===== src/rtl/core/gpl_pkg.sv =====
package gpl_pkg;

    // Grid shape and number format
    localparam int AXES       = 3;
    localparam int MAX_KNOTS  = 64;
    localparam int COORD_BITS = 32;

    // Field widths
    localparam int SLOT_W = 6;                      // knot slot / interval index
    localparam int CNT_W  = 7;                      // knot count register
    localparam int AXIS_W = 2;
    localparam int FLAT_W = 18;
    localparam int CFG_IDX_W = 2;
    localparam int TERM_W = 2 * SLOT_W + 1;         // iy + (ny-1)*iz
    localparam int PROD_W = SLOT_W + TERM_W + 1;    // ix + (nx-1)*term

    // Item opcodes
    localparam logic OP_LOAD   = 1'b0;
    localparam logic OP_LOCATE = 1'b1;

    // Configuration register indexes
    localparam logic [CFG_IDX_W-1:0] CFG_KNOT_COUNT_X = 2'd0;
    localparam logic [CFG_IDX_W-1:0] CFG_KNOT_COUNT_Y = 2'd1;
    localparam logic [CFG_IDX_W-1:0] CFG_KNOT_COUNT_Z = 2'd2;

    localparam logic [CNT_W-1:0] KNOT_COUNT_RESET = 7'd2;

    // Top level to one axis lane
    typedef struct packed {
        logic                         start;
        logic signed [COORD_BITS-1:0] coord;
        logic [CNT_W-1:0]             count;
        logic                         load;
        logic [SLOT_W-1:0]            slot;
        logic [COORD_BITS-1:0]        value;
    } t_lane_cmd;

    // One axis lane back to the top level
    typedef struct packed {
        logic              done;
        logic              below;
        logic              above;
        logic [SLOT_W-1:0] interval;
        logic [SLOT_W-1:0] nint;
    } t_lane_res;

    // Lane results gathered for the merge stage (axis 0 in slot 0)
    typedef struct packed {
        logic [2:0][SLOT_W-1:0] iv;
        logic [2:0][SLOT_W-1:0] nint;
        logic                   outside;
    } t_merge_in;

endpackage


===== src/rtl/core/gpl_merge.sv =====
module gpl_merge (
    input  logic                        i_clk,
    input  logic                        i_rst_n,
    input  logic                        i_valid,
    output logic                        o_ready,
    input  gpl_pkg::t_merge_in          i_data,
    output logic                        o_valid,
    input  logic                        i_ready,
    output logic [gpl_pkg::FLAT_W-1:0]  o_flat,
    output logic [gpl_pkg::SLOT_W-1:0]  o_iv_x,
    output logic [gpl_pkg::SLOT_W-1:0]  o_iv_y,
    output logic [gpl_pkg::SLOT_W-1:0]  o_iv_z,
    output logic                        o_outside
);
    import gpl_pkg::*;

    logic              r_s1_valid;
    t_merge_in         r_s1;
    logic [TERM_W-1:0] r_s1_term;
    logic              r_out_valid;
    logic [FLAT_W-1:0] r_flat;
    logic [2:0][SLOT_W-1:0] r_iv;
    logic              r_outside;

    logic [TERM_W-1:0] w_term;
    logic [PROD_W-1:0] w_flat;
    logic              w_adv;

    // stage 1: iy + (ny-1)*iz ; stage 2: ix + (nx-1)*stage1
    assign w_term = TERM_W'(i_data.iv[1]) + TERM_W'(i_data.nint[1]) * TERM_W'(i_data.iv[2]);
    assign w_flat = PROD_W'(r_s1.iv[0]) + PROD_W'(r_s1.nint[0]) * PROD_W'(r_s1_term);

    assign o_ready = !r_s1_valid;
    assign w_adv   = r_s1_valid && (!r_out_valid || i_ready);

    always_ff @(posedge i_clk) begin
        if (!i_rst_n) begin
            r_s1_valid  <= 1'b0;
            r_out_valid <= 1'b0;
        end else begin
            if (i_valid && o_ready) begin
                r_s1_valid <= 1'b1;
                r_s1       <= i_data;
                r_s1_term  <= w_term;
            end else if (w_adv) begin
                r_s1_valid <= 1'b0;
            end

            if (w_adv) begin
                r_out_valid <= 1'b1;
                r_flat      <= FLAT_W'(w_flat);
                r_iv        <= r_s1.iv;
                r_outside   <= r_s1.outside;
            end else if (i_ready) begin
                r_out_valid <= 1'b0;
            end
        end
    end

    assign o_valid   = r_out_valid;
    assign o_flat    = r_flat;
    assign o_iv_x    = r_iv[0];
    assign o_iv_y    = r_iv[1];
    assign o_iv_z    = r_iv[2];
    assign o_outside = r_outside;

endmodule


===== config.mk =====
export PLATFORM = sky130hd
export DESIGN_NAME = gpl_merge
export DESIGN_NICKNAME = d
export VERILOG_FILES = /design/src/rtl/core/gpl_pkg.sv /design/src/rtl/core/gpl_merge.sv
export SDC_FILE = /design/constraint.sdc
export NUM_CORES = 1
export LEC_CHECK = 0
export BUFFER_PORTS_ARGS = -buffer_cell sky130_fd_sc_hd__buf_2
export CAP_MARGIN = 5
export CELL_PAD_IN_SITES_DETAIL_PLACEMENT = 1
export CELL_PAD_IN_SITES_GLOBAL_PLACEMENT = 1
export CORE_MARGIN = 4
export CORE_UTILIZATION = 52
export DETAILED_ROUTE_END_ITERATION = 7
export GPL_ROUTABILITY_DRIVEN = 0
export PLACE_DENSITY = 0.94
export SYNTH_ARGS = -nofsm -noshare
export SYNTH_HDL_FRONTEND = slang
export SYNTH_SLANG_ARGS = --single-unit

===== constraint.sdc =====
create_clock -name i_clk -period 13.75 [get_ports i_clk]
set_clock_uncertainty 0.15 [all_clocks]
set_input_delay 0.6875 -clock i_clk [delete_from_list [all_inputs] [get_ports i_clk]]
set_output_delay 0.6875 -clock i_clk [all_outputs]
set_load 0.05 [all_outputs]

==> results.py <==
metrics = {
    "clocking": {
        "cts_root_buf": "clkbuf_16",
        "clkLatencyLatePin_ns": 0.35,
        "cts_setup_buffers": 0,
        "cts_tree": "done",
        "clockBufferDepth": 2,
        "postCtsHoldBufs": 0,
        "clkTransAtPathRegs_ns": 0.07,
        "cts_repair_resize_count": 0,
        "htreeDepth": 3,
        "cts_sinks": 77,
        "cts_made_buffers": 9,
    },
    "synth": {
        "ys_warn_count": 0,
        "synth_seq_area_share": 0.3544,
        "synthArstFlopShare": 0,
        "synth_edf_count": 75,
        "yosys.area.top_type": "edfxtp_1",
        "synthTopCellsByArea": "edfxtp_1 35%, fa_1 21%, ha_1 15%, and2_1 8.6%, inv_1 3.8%",
        "postSynthAreaPerCell_um2": 11.78,
        "synth.distinct_cells": 44,
        "synth_top_family_by_area": "adder cells",
        "yosys.area.top_type_share": 0.3482,
        "synthSimpleGateAreaFrac": 0.1364,
        "synth_compound_area_frac": 0.07582,
        "synth_nets": 733,
        "synth_mux_area_frac": 0.003095,
        "netlist_area_mm2": 0.006469,
        "synthAdderAreaFrac": 0.3544,
        "synth_seq_cells": 77,
        "syn_inst": 549,
        "synth_ff_type": "edfxtp_1",
        "synth-xor-area-share": 0.03250,
    },
    "sta": {
        "relSlewSlack": 0.2703,
        "rsz0062_at_grt": "false",
        "finalCritPeriodShare": 0.3812,
        "setup_slack_ns": 8.509,
        "fmax_mhz": 190.8,
        "period_minus_slack_ns": 5.241,
        "hold_violations": 0,
        "finalSetupViolations": 0,
        "setup_tns_ns": 0,
        "worst_slew_pin_slew_ns": 1.092,
        "drv_slew": 0,
    },
    "floorplan": {
        "core_mm2": 0.01211,
        "fp.dieArea_mm2": 0.01429,
        "chipWidth_um": 119.5,
        "initial_core_util": 0.5341,
        "rows": 40,
        "die_y_um": 119.5,
        "ios": 80,
    },
    "worst_setup_path": {
        "cp-endpoint": "o_flat[17]",
        "cp_num_buf_inv": 4,
        "reg2regPathDepth": 15,
        "r2r_setup_slack_ns": 8.51,
        "crit_path_start_kind": "register",
        "slowest_delay_ns": 0.59,
        "crit_cells": 15,
        "timing.rr.end": "o_flat[17]",
        "r2r_start": "r_s1[3]",
        "crit_family": "adder cells",
        "cp_slowest_cell": "fa_1",
        "critPathCaptureType": "register",
        "crit_chain": "and2_1 -> fa_1 -> inv_1 -> fa_1 -> inv_1 -> fa_1 -> inv_1 -> fa_1 -> inv_1 -> ha_1 -> o21ai_0 -> o21ai_0 -> nand4_1 -> o31ai_1 -> xnor2_1",
        "critPathKind": "register to register",
        "arrival_ns": 5.19,
        "crit_fanout": 13,
        "crit_start": "r_s1[3]",
        "required_ns": 13.70,
    },
    "global_routing": {
        "grtUsageTotal": 0.2516,
        "antenna_found_initial": 0,
        "grt_pass1_vias": 5328,
        "overflow": 0,
        "grt_max_degree": 39,
        "grt_pass1_wl_mm": 27.69,
    },
    "flow_run": {
        "maxCapViolations": 0,
    },
    "drt": {
        "drc_errors": 0,
        "vias_per_cell": 5.627,
        "drt-total-wl_mm": 16.76,
        "dr.pass1.iters": 4,
        "avgRoutedWirePerCell_um": 21.01,
        "ant_nets": 0,
        "first_iter_violations": 226,
        "vias": 4490,
    },
    "pwr": {
        "p_leak_nw": 3.353,
        "ir_drop_mv": 0.09762,
        "power_density_mw_per_mm2": 216.1,
    },
    "final_layout": {
        "n_antenna_cell": 0,
        "fin_nets": 809,
        "drive_above_1_share": 0.1540,
        "area_growth_pct": 13.33,
    },
    "hold_path": {
        "hold_path.class": "register to register",
    },
    "outcome": {
        "status": "complete, no violations",
    },
    "placed_design": {
        "io_buffers": 73,
        "dp.final_hpwl_mm": 12.90,
        "pre_cts_ws_ns": 8.551,
    },
}
-- stage by stage --
stage / instances / hold WS (ns) / total power [W] / instance area (um2) / utilization
finish: 798 / 0.2727 / 0.001584 / 7331 / 0.6053
global route: 798 / 0.2849 / 0.001717 / 7331 / 0.6053
CTS: 798 / 0.2748 / 0.001584 / 7331 / 0.6053
detailed placement: 782 / 0.2590 / 0.001302 / 7015 / 0.5792
global placement: 782 / 0.2515 / 0.001215 / 7015 / 0.5792
floorplan: 549 / 0.2503 / 0.001087 / 6469 / -
-- cell families (layout without fill, tap and decap cells) --
| group | after synthesis | after routing |
|---|---|---|
| AO/OA/AOI/OAI | 70 | 70 |
| XOR/XNOR | 24 | 24 |
| adder cells (fa/ha/maj) | 143 | 143 |
| buffers and inverters | 73 | 154 |
| flip-flops | 77 | 77 |
| multiplexers | 2 | 2 |
| AND/OR/NAND/NOR | 160 | 160 |
-- per-layer routing --
layer,global-route usage,wire length [um],vias to the layer above
li1,-,-,2019
met1,0.2621,5989,2288
met2,0.4778,9332,124
met3,0.04006,583,59
met4,0.1396,856,0
met5,0,0,-
-- state kept, by name, summed over array words and instances, names as in the netlist, 6 cells and up --
signal     cells
o_flat        18
o_iv_x         6
o_iv_y         6
o_iv_z         6
r_s1          25
r_s1_term     13
-- how the worst min path moves through the flow --
stage / startpoint / end / slack [ns] / cells after the start
after CTS: r_s1[0] / o_outside / 0.27 / 0
after global placement: r_s1[25] / o_iv_y[0] / 0.25 / 0
after floorplan: r_s1[25] / o_iv_y[0] / 0.25 / 0
final: r_s1[0] / o_outside / 0.27 / 0
after global routing: r_s1[29] / o_iv_y[4] / 0.28 / 0
after detailed placement: r_s1[0] / o_outside / 0.26 / 0
-- synthesized netlist by cell type (all sizes together) (6+ instances only) --
master	n
a21oi	18
and2	89
clkbuf	7
edfxtp	75
fa	67
ha	76
inv	65
nand2	35
nor2	14
o21a	7
o21ai	13
xnor2	18
xor2	6
-- cell type report --
| class | instances | area (um2) |
|---|---|---|
| timing repair buffer | 73 | 365.4 |
| clock buffer | 10 | 239.0 |
| clock inverter | 6 | 76.32 |
| inverter | 65 | 244.0 |
| multi-input combinational | 399 | 3904 |
| tap | 168 | 210.2 |
| fill | 1294 | 4781 |
| sequential | 77 | 2292 |
-- power breakdown --
part,switching (W),internal [W]
sequential,0.0000169,0.000329
clock,0.000108,0.000149
combinational,0.000590,0.000392
-- layout by cell type (no fill, tap or decap), drive strengths merged, types with 3 or more instances in the layout --
| master | synthesis | final |
|---|---|---|
| xnor2 | 18 | 18 |
| clkbuf | 7 | 10 |
| o21ai | 13 | 13 |
| xor2 | 6 | 6 |
| and2 | 89 | 89 |
| fa | 67 | 67 |
| nand2 | 35 | 35 |
| and3 | 3 | 3 |
| o21a | 7 | 7 |
| nor2b | 5 | 5 |
| nor3 | 4 | 4 |
| a21o | 5 | 5 |
| o21bai | 4 | 4 |
| nor2 | 14 | 14 |
| a211oi | 3 | 3 |
| ha | 76 | 76 |
| a21oi | 18 | 18 |
| buf | 1 | 73 |
| inv | 65 | 69 |
| edfxtp | 75 | 75 |
Note: power is estimated with default switching activity, not from simulation.
