--- src/rtl/core/gpl_pkg.sv ---
package gpl_pkg;

    // Grid shape and number format
    localparam int AXES       = 3;
    localparam int MAX_KNOTS  = 64;
    localparam int COORD_BITS = 32;

    // Field widths
    localparam int SLOT_W = 6;                      // knot slot / interval index
    localparam int CNT_W  = 7;                      // knot count register
    localparam int AXIS_W = 2;
    localparam int FLAT_W = 18;
    localparam int CFG_IDX_W = 2;
    localparam int TERM_W = 2 * SLOT_W + 1;         // iy + (ny-1)*iz
    localparam int PROD_W = SLOT_W + TERM_W + 1;    // ix + (nx-1)*term

    // Item opcodes
    localparam logic OP_LOAD   = 1'b0;
    localparam logic OP_LOCATE = 1'b1;

    // Configuration register indexes
    localparam logic [CFG_IDX_W-1:0] CFG_KNOT_COUNT_X = 2'd0;
    localparam logic [CFG_IDX_W-1:0] CFG_KNOT_COUNT_Y = 2'd1;
    localparam logic [CFG_IDX_W-1:0] CFG_KNOT_COUNT_Z = 2'd2;

    localparam logic [CNT_W-1:0] KNOT_COUNT_RESET = 7'd2;

    // Top level to one axis lane
    typedef struct packed {
        logic                         start;
        logic signed [COORD_BITS-1:0] coord;
        logic [CNT_W-1:0]             count;
        logic                         load;
        logic [SLOT_W-1:0]            slot;
        logic [COORD_BITS-1:0]        value;
    } t_lane_cmd;

    // One axis lane back to the top level
    typedef struct packed {
        logic              done;
        logic              below;
        logic              above;
        logic [SLOT_W-1:0] interval;
        logic [SLOT_W-1:0] nint;
    } t_lane_res;

    // Lane results gathered for the merge stage (axis 0 in slot 0)
    typedef struct packed {
        logic [2:0][SLOT_W-1:0] iv;
        logic [2:0][SLOT_W-1:0] nint;
        logic                   outside;
    } t_merge_in;

endpackage

--- src/rtl/core/gpl_lane.sv ---
module gpl_lane (
    input  logic               i_clk,
    input  logic               i_rst_n,
    input  gpl_pkg::t_lane_cmd i_cmd,
    input  logic               i_ack,
    output gpl_pkg::t_lane_res o_res
);
    import gpl_pkg::*;

    typedef enum logic [2:0] {
        L_IDLE,
        L_LO,
        L_HI,
        L_SEARCH,
        L_DONE
    } t_phase;

    logic [COORD_BITS-1:0]        r_mem [MAX_KNOTS];
    logic [COORD_BITS-1:0]        r_rdata;
    logic [SLOT_W-1:0]            w_raddr;

    t_phase                       r_phase;
    logic signed [COORD_BITS-1:0] r_coord;
    logic [CNT_W-1:0]             r_count;
    logic [CNT_W-1:0]             r_lo;
    logic [CNT_W-1:0]             r_len;
    logic                         r_below;
    logic                         r_above;
    logic [SLOT_W-1:0]            r_interval;

    logic [CNT_W-1:0]             w_half;
    logic                         w_less;
    logic [CNT_W-1:0]             n_lo;
    logic [CNT_W-1:0]             n_len;
    logic [CNT_W-1:0]             w_j1;
    logic [CNT_W-1:0]             w_last;
    logic [CNT_W-1:0]             w_iv;
    logic [CNT_W-1:0]             w_count;

    // one search step: probe lo + len/2, move past it when knot < coord
    assign w_half = r_len >> 1;
    assign w_less = $signed(r_rdata) < r_coord;
    assign n_lo   = w_less ? (r_lo + w_half + CNT_W'(1)) : r_lo;
    assign n_len  = w_less ? (r_len - w_half - CNT_W'(1)) : w_half;

    // interval below the found knot, saturated to the last interval
    assign w_j1   = (n_lo == '0) ? '0 : (n_lo - CNT_W'(1));
    assign w_last = r_count - CNT_W'(2);
    assign w_iv   = (w_j1 > w_last) ? w_last : w_j1;

    // counts outside 2..MAX_KNOTS are pinned
    always_comb begin
        if (i_cmd.count < CNT_W'(2)) begin
            w_count = CNT_W'(2);
        end else if (i_cmd.count > CNT_W'(MAX_KNOTS)) begin
            w_count = CNT_W'(MAX_KNOTS);
        end else begin
            w_count = i_cmd.count;
        end
    end

    // read address for the data used in the next phase
    always_comb begin
        case (r_phase)
            L_IDLE:   w_raddr = '0;
            L_LO:     w_raddr = SLOT_W'(r_count - CNT_W'(1));
            L_HI:     w_raddr = SLOT_W'(r_count >> 1);
            L_SEARCH: w_raddr = SLOT_W'(n_lo + (n_len >> 1));
            default:  w_raddr = '0;
        endcase
    end

    always_ff @(posedge i_clk) begin
        if (i_cmd.load) begin
            r_mem[i_cmd.slot] <= i_cmd.value;
        end
        r_rdata <= r_mem[w_raddr];
    end

    always_ff @(posedge i_clk) begin
        if (!i_rst_n) begin
            r_phase <= L_IDLE;
        end else begin
            case (r_phase)
                L_IDLE: begin
                    if (i_cmd.start) begin
                        r_coord <= i_cmd.coord;
                        r_count <= w_count;
                        r_phase <= L_LO;
                    end
                end
                L_LO: begin
                    r_below <= r_coord < $signed(r_rdata);
                    r_phase <= L_HI;
                end
                L_HI: begin
                    r_above <= r_coord > $signed(r_rdata);
                    r_lo    <= '0;
                    r_len   <= r_count;
                    r_phase <= L_SEARCH;
                end
                L_SEARCH: begin
                    r_lo  <= n_lo;
                    r_len <= n_len;
                    if (n_len == '0) begin
                        r_interval <= SLOT_W'(w_iv);
                        r_phase    <= L_DONE;
                    end
                end
                L_DONE: begin
                    if (i_ack) begin
                        r_phase <= L_IDLE;
                    end
                end
                default: r_phase <= L_IDLE;
            endcase
        end
    end

    assign o_res.done     = (r_phase == L_DONE);
    assign o_res.below    = r_below;
    assign o_res.above    = r_above;
    assign o_res.interval = r_interval;
    assign o_res.nint     = SLOT_W'(r_count - CNT_W'(1));

endmodule

--- config.mk ---
export PLATFORM = sky130hd
export DESIGN_NAME = gpl_lane
export DESIGN_NICKNAME = d
export VERILOG_FILES = /design/src/rtl/core/gpl_pkg.sv /design/src/rtl/core/gpl_lane.sv
export SDC_FILE = /design/constraint.sdc
export NUM_CORES = 2
export LEC_CHECK = 0
export BUFFER_PORTS_ARGS = -buffer_cell sky130_fd_sc_hd__buf_2
export CAP_MARGIN = 5
export CORE_MARGIN = 8
export CORE_UTILIZATION = 40
export DETAILED_ROUTE_END_ITERATION = 10
export PLACE_DENSITY_LB_ADDON = 0.1
export SYNTH_ARGS = -nofsm -noshare
export SYNTH_HDL_FRONTEND = slang
export SYNTH_SLANG_ARGS = --single-unit
--- constraint.sdc ---
create_clock -name i_clk -period 6.4 [get_ports i_clk]
set_input_delay 0.32 -clock i_clk [delete_from_list [all_inputs] [get_ports i_clk]]
set_output_delay 0.32 -clock i_clk [all_outputs]
set_load 0.01 [all_outputs]
==> impl_metrics.py <==
metrics = {
    "drt": {
        "viasPerCell": 5.49,
        "drtAntennaViolNets": 0,
        "route.detailed.drc": 0,
        "wl_per_cell_um": 28.8,
        "vias": 47200,
        "routed_wl_mm": 248,
        "drt_first_pass_iters": 5,
        "first_iter_violations": 4640,
    },
    "placed_design": {
        "post-place-ws_ps": -844,
        "dp_hpwl_mm": 139,
        "placed_area_mm2": 0.0920,
        "place_congestion": 0.790,
        "port-buffer-count": 96,
    },
    "floorplanning": {
        "initial_utilization": 0.401,
        "num_rows": 169,
        "dieHeight_um": 477,
        "design.core.area_mm2": 0.211,
        "die_w_um": 477,
        "ios": 97,
        "dieArea_mm2": 0.227,
    },
    "grt": {
        "track_usage": 0.213,
        "first_global_vias": 47100,
        "use_met2": 0.351,
        "antenna_found_initial": 15,
        "globalRoute.busiestLayer": "met2",
        "met1_usage": 0.304,
        "grt_pass1_wl_mm": 354,
        "grt_overflow": 0,
        "use_met3": 0.0350,
        "grt_max_degree": 65,
    },
    "setup_path": {
        "cp_common_cell": "buf_4",
        "cp-start-kind": "flip-flop",
        "path_cells": "inv_1, ha_1, nand4_1, nor4_2, buf_4, o31a_1, o211ai_2, buf_4, mux2i_1, inv_1, fa_1, xor2_2, a221o_4, buf_12, buf_12, buf_12, mux4_2, mux4_2, mux2i_1, buf_4, mux2i_1, buf_4",
        "criticalPathCategory": "flip-flop to flip-flop",
        "reg2reg_depth": 22,
        "worstReg2RegEnd": "r_rdata[17]",
        "crit_required_ps": 7150,
        "endpoint_kind": "flip-flop",
        "setup.worst_path.start": "r_rdata[29]",
        "critPathMaxStageDelay_ps": 490,
        "r2r_start": "r_rdata[29]",
        "rrSetupSlack_ps": 170,
        "path_max_fanout": 11,
        "crit_slowest_cell": "dfxtp_1",
        "arrival_ps": 6980,
        "cp_top_family": "buffers and inverters",
        "cp.buffers_inverters": 9,
    },
    "sta": {
        "setup_tns_ps": 0,
        "holdWs_ps": 118,
        "rsz0062_at_grt": "yes",
        "hold_viol": 0,
        "fin_crit_ps": 6230,
        "worst_slack_ps": 168,
        "finalSetupViolCount": 0,
        "finalClockSkew_ps": 37.3,
        "post-route-period-util": 0.974,
        "finalMaxSlewViolations": 0,
        "relSlewSlack": 0.144,
        "clock.fmax_mhz": 160,
        "worstMarginPinSlew_ps": 1280,
    },
    "power_and_ir_drop": {
        "p_int_mw": 26.7,
        "p_leak_nw": 33.8,
        "power_switching_mw": 10.9,
        "irDropWorstVdd_v": 0.000284,
        "clkPwrFrac": 0.336,
        "seqPwrFrac": 0.423,
        "p_per_area_mw_per_mm2": 376,
        "swShare": 0.290,
        "comb_power_share": 0.241,
    },
    "cts": {
        "clkTransAtPathRegs_ps": 60,
        "cts_root_buffer": "clkbuf_16",
        "clock_sinks": 2144,
        "h-tree-depth": 4,
        "cts_buffers": 222,
        "cts_tree": "built",
        "worst_skew_pair.late_latency_ps": 850,
        "cts.path.max_buffers": 3,
    },
    "yosys": {
        "ys_seq_area_frac": 0.755,
        "synth_edf_count": 2109,
        "synth_top_area_share": 0.746,
        "syn_area_mm2": 0.0849,
        "netlist_top_cells_count": "edfxtp_1 (2109), nand2_1 (1066), nand3_1 (528)",
        "yosys.area.top_type": "edfxtp_1",
        "async_reset_ff_frac": 0,
        "dominantRegCellSynth": "edfxtp_1",
        "syn_inst": 5117,
        "avgSynthCellArea_um2": 16.6,
        "synth_seq_cells": 2144,
        "synth.most_common_cell": "edfxtp_1",
        "synth_cell_types": 72,
        "synth_top_cells_by_area": "edfxtp_1 (75%), mux4_2 (8.5%), nand2_1 (4.7%), nand3_1 (3.1%), mux2i_1 (2.0%)",
        "syn_nets": 5263,
        "yosys_warnings": 0,
    },
    "worst_hold_path": {
        "min_path_type": "input pin to flip-flop",
        "holdPathEnd": "r_mem[16][18]",
        "hold_path_depth": 2,
        "hold_start": "i_cmd[18]",
    },
    "finish": {
        "final_area_mm2": 0.0997,
        "drive_above_1_share": 0.211,
        "nFillCells": 18100,
        "syn_to_final_growth_pct": 17.5,
        "multiInputGateArea_mm2": 0.0200,
        "layout.nets": 5728,
        "register_area_mm2": 0.0640,
    },
    "status": {
        "outcome": "complete, no violations",
    },
    "job": {
        "maxCapViolations": 0,
    },
}
[sequential cells by signal, summed over array words and instances, names as in the netlist]
signal / cells
r_coord: 32
r_rdata: 32
r_above: 1
r_len: 7
r_lo: 7
r_below: 1
r_count: 7
r_mem: 2048
r_phase: 3
r_interval: 6
[through the flow]
stage | power [mW] | util | cells
5_1_grt | 39.0 | 0.472 | 8594
4_1_cts | 37.9 | 0.471 | 8593
2_1_floorplan | 21.0 | - | 5117
3_3_place_gp | 25.2 | 0.435 | 8133
6_report | 37.5 | 0.472 | 8597
3_5_place_dp | 25.2 | 0.435 | 8133
[cell type report]
type                            count  area share
Clock inverter                    124      0.0111
Sequential cell                  2144       0.642
Tap cell                         2821      0.0354
Timing Repair Buffer              522      0.0482
Clock buffer                      290      0.0601
Inverter                           65     0.00245
Multi-Input combinational cell   2627       0.201
Antenna cell                        4    0.000100
[routing by layer]
metal,part of all wire,up-vias
li1,-,20700
met1,0.44,24900
met2,0.48,1308
met3,0.058,292
met4,0.017,8
met5,0.00021,-
[logic make-up (layout without fill, tap and decap cells)]
kind of cell | count (synthesis) | in the layout | synth area share
AO/OA/AOI/OAI | 121 | 121 | 0.0101
multiplexers | 495 | 495 | 0.106
XOR/XNOR | 23 | 23 | 0.00237
flip-flops | 2144 | 2144 | 0.755
AND/OR/NAND/NOR | 1924 | 1924 | 0.100
adder cells (fa/ha/maj) | 64 | 64 | 0.00970
buffers and inverters | 346 | 1001 | 0.0176
other | 0 | 4 | 0
[what timing repair did]
item,in CTS,in global routing
endpoints found under the hold margin,46,0
setup buffers,1,0
hold buffers,45,0
resized for setup,15,11
endpoints found under the setup margin,22,17
pin swaps,1,0
[how the worst max path moves through the flow]
stage | slack (ps) | end | cells after the start
floorplan | 1270 | r_interval[5] | 22
global placement | -760 | r_rdata[16] | 22
detailed placement | -840 | r_rdata[16] | 22
CTS | 2 | r_rdata[1] | 22
global route | -10 | r_rdata[23] | 23
finish | 170 | r_rdata[17] | 22
[power by group through the flow]
stage          combinational [mW]  sequential [mW]  clock [mW]
3_5_place_dp                 8.98             16.2           0
2_1_floorplan                4.95             16.0           0
6_report                     9.05             15.9        12.6
5_1_grt                      9.75             15.9        13.4
4_1_cts                      9.12             15.9        12.9
3_3_place_gp                 9.00             16.2           0
[cells in the final DEF (no fill, tap or decap), types with 6 or more instances in the layout]
master / instances
and3_1: 6
nor3b_1: 6
clkbuf_1: 52
dlygate4sd3_1: 45
nor2b_1: 15
ha_1: 61
nand2b_1: 14
mux4_2: 319
clkbuf_8: 14
clkinv_2: 47
nand4_1: 140
a21o_1: 10
buf_12: 81
nor3_2: 7
a211oi_1: 8
o21ai_0: 15
nand3_1: 528
xor2_1: 7
edfxtp_1: 2109
clkbuf_16: 224
bufinv_16: 14
mux2i_1: 158
nand2_1: 1064
nor2_1: 33
and4_1: 6
nor2_4: 62
inv_1: 64
mux2i_2: 6
clkinv_1: 46
o31ai_1: 6
buf_2: 96
nor3_1: 14
mux2_2: 6
mux2i_4: 6
a21oi_1: 26
dfxtp_1: 32
xnor2_1: 15
buf_4: 299
No activity file was read; power rests on OpenSTA's default activity.
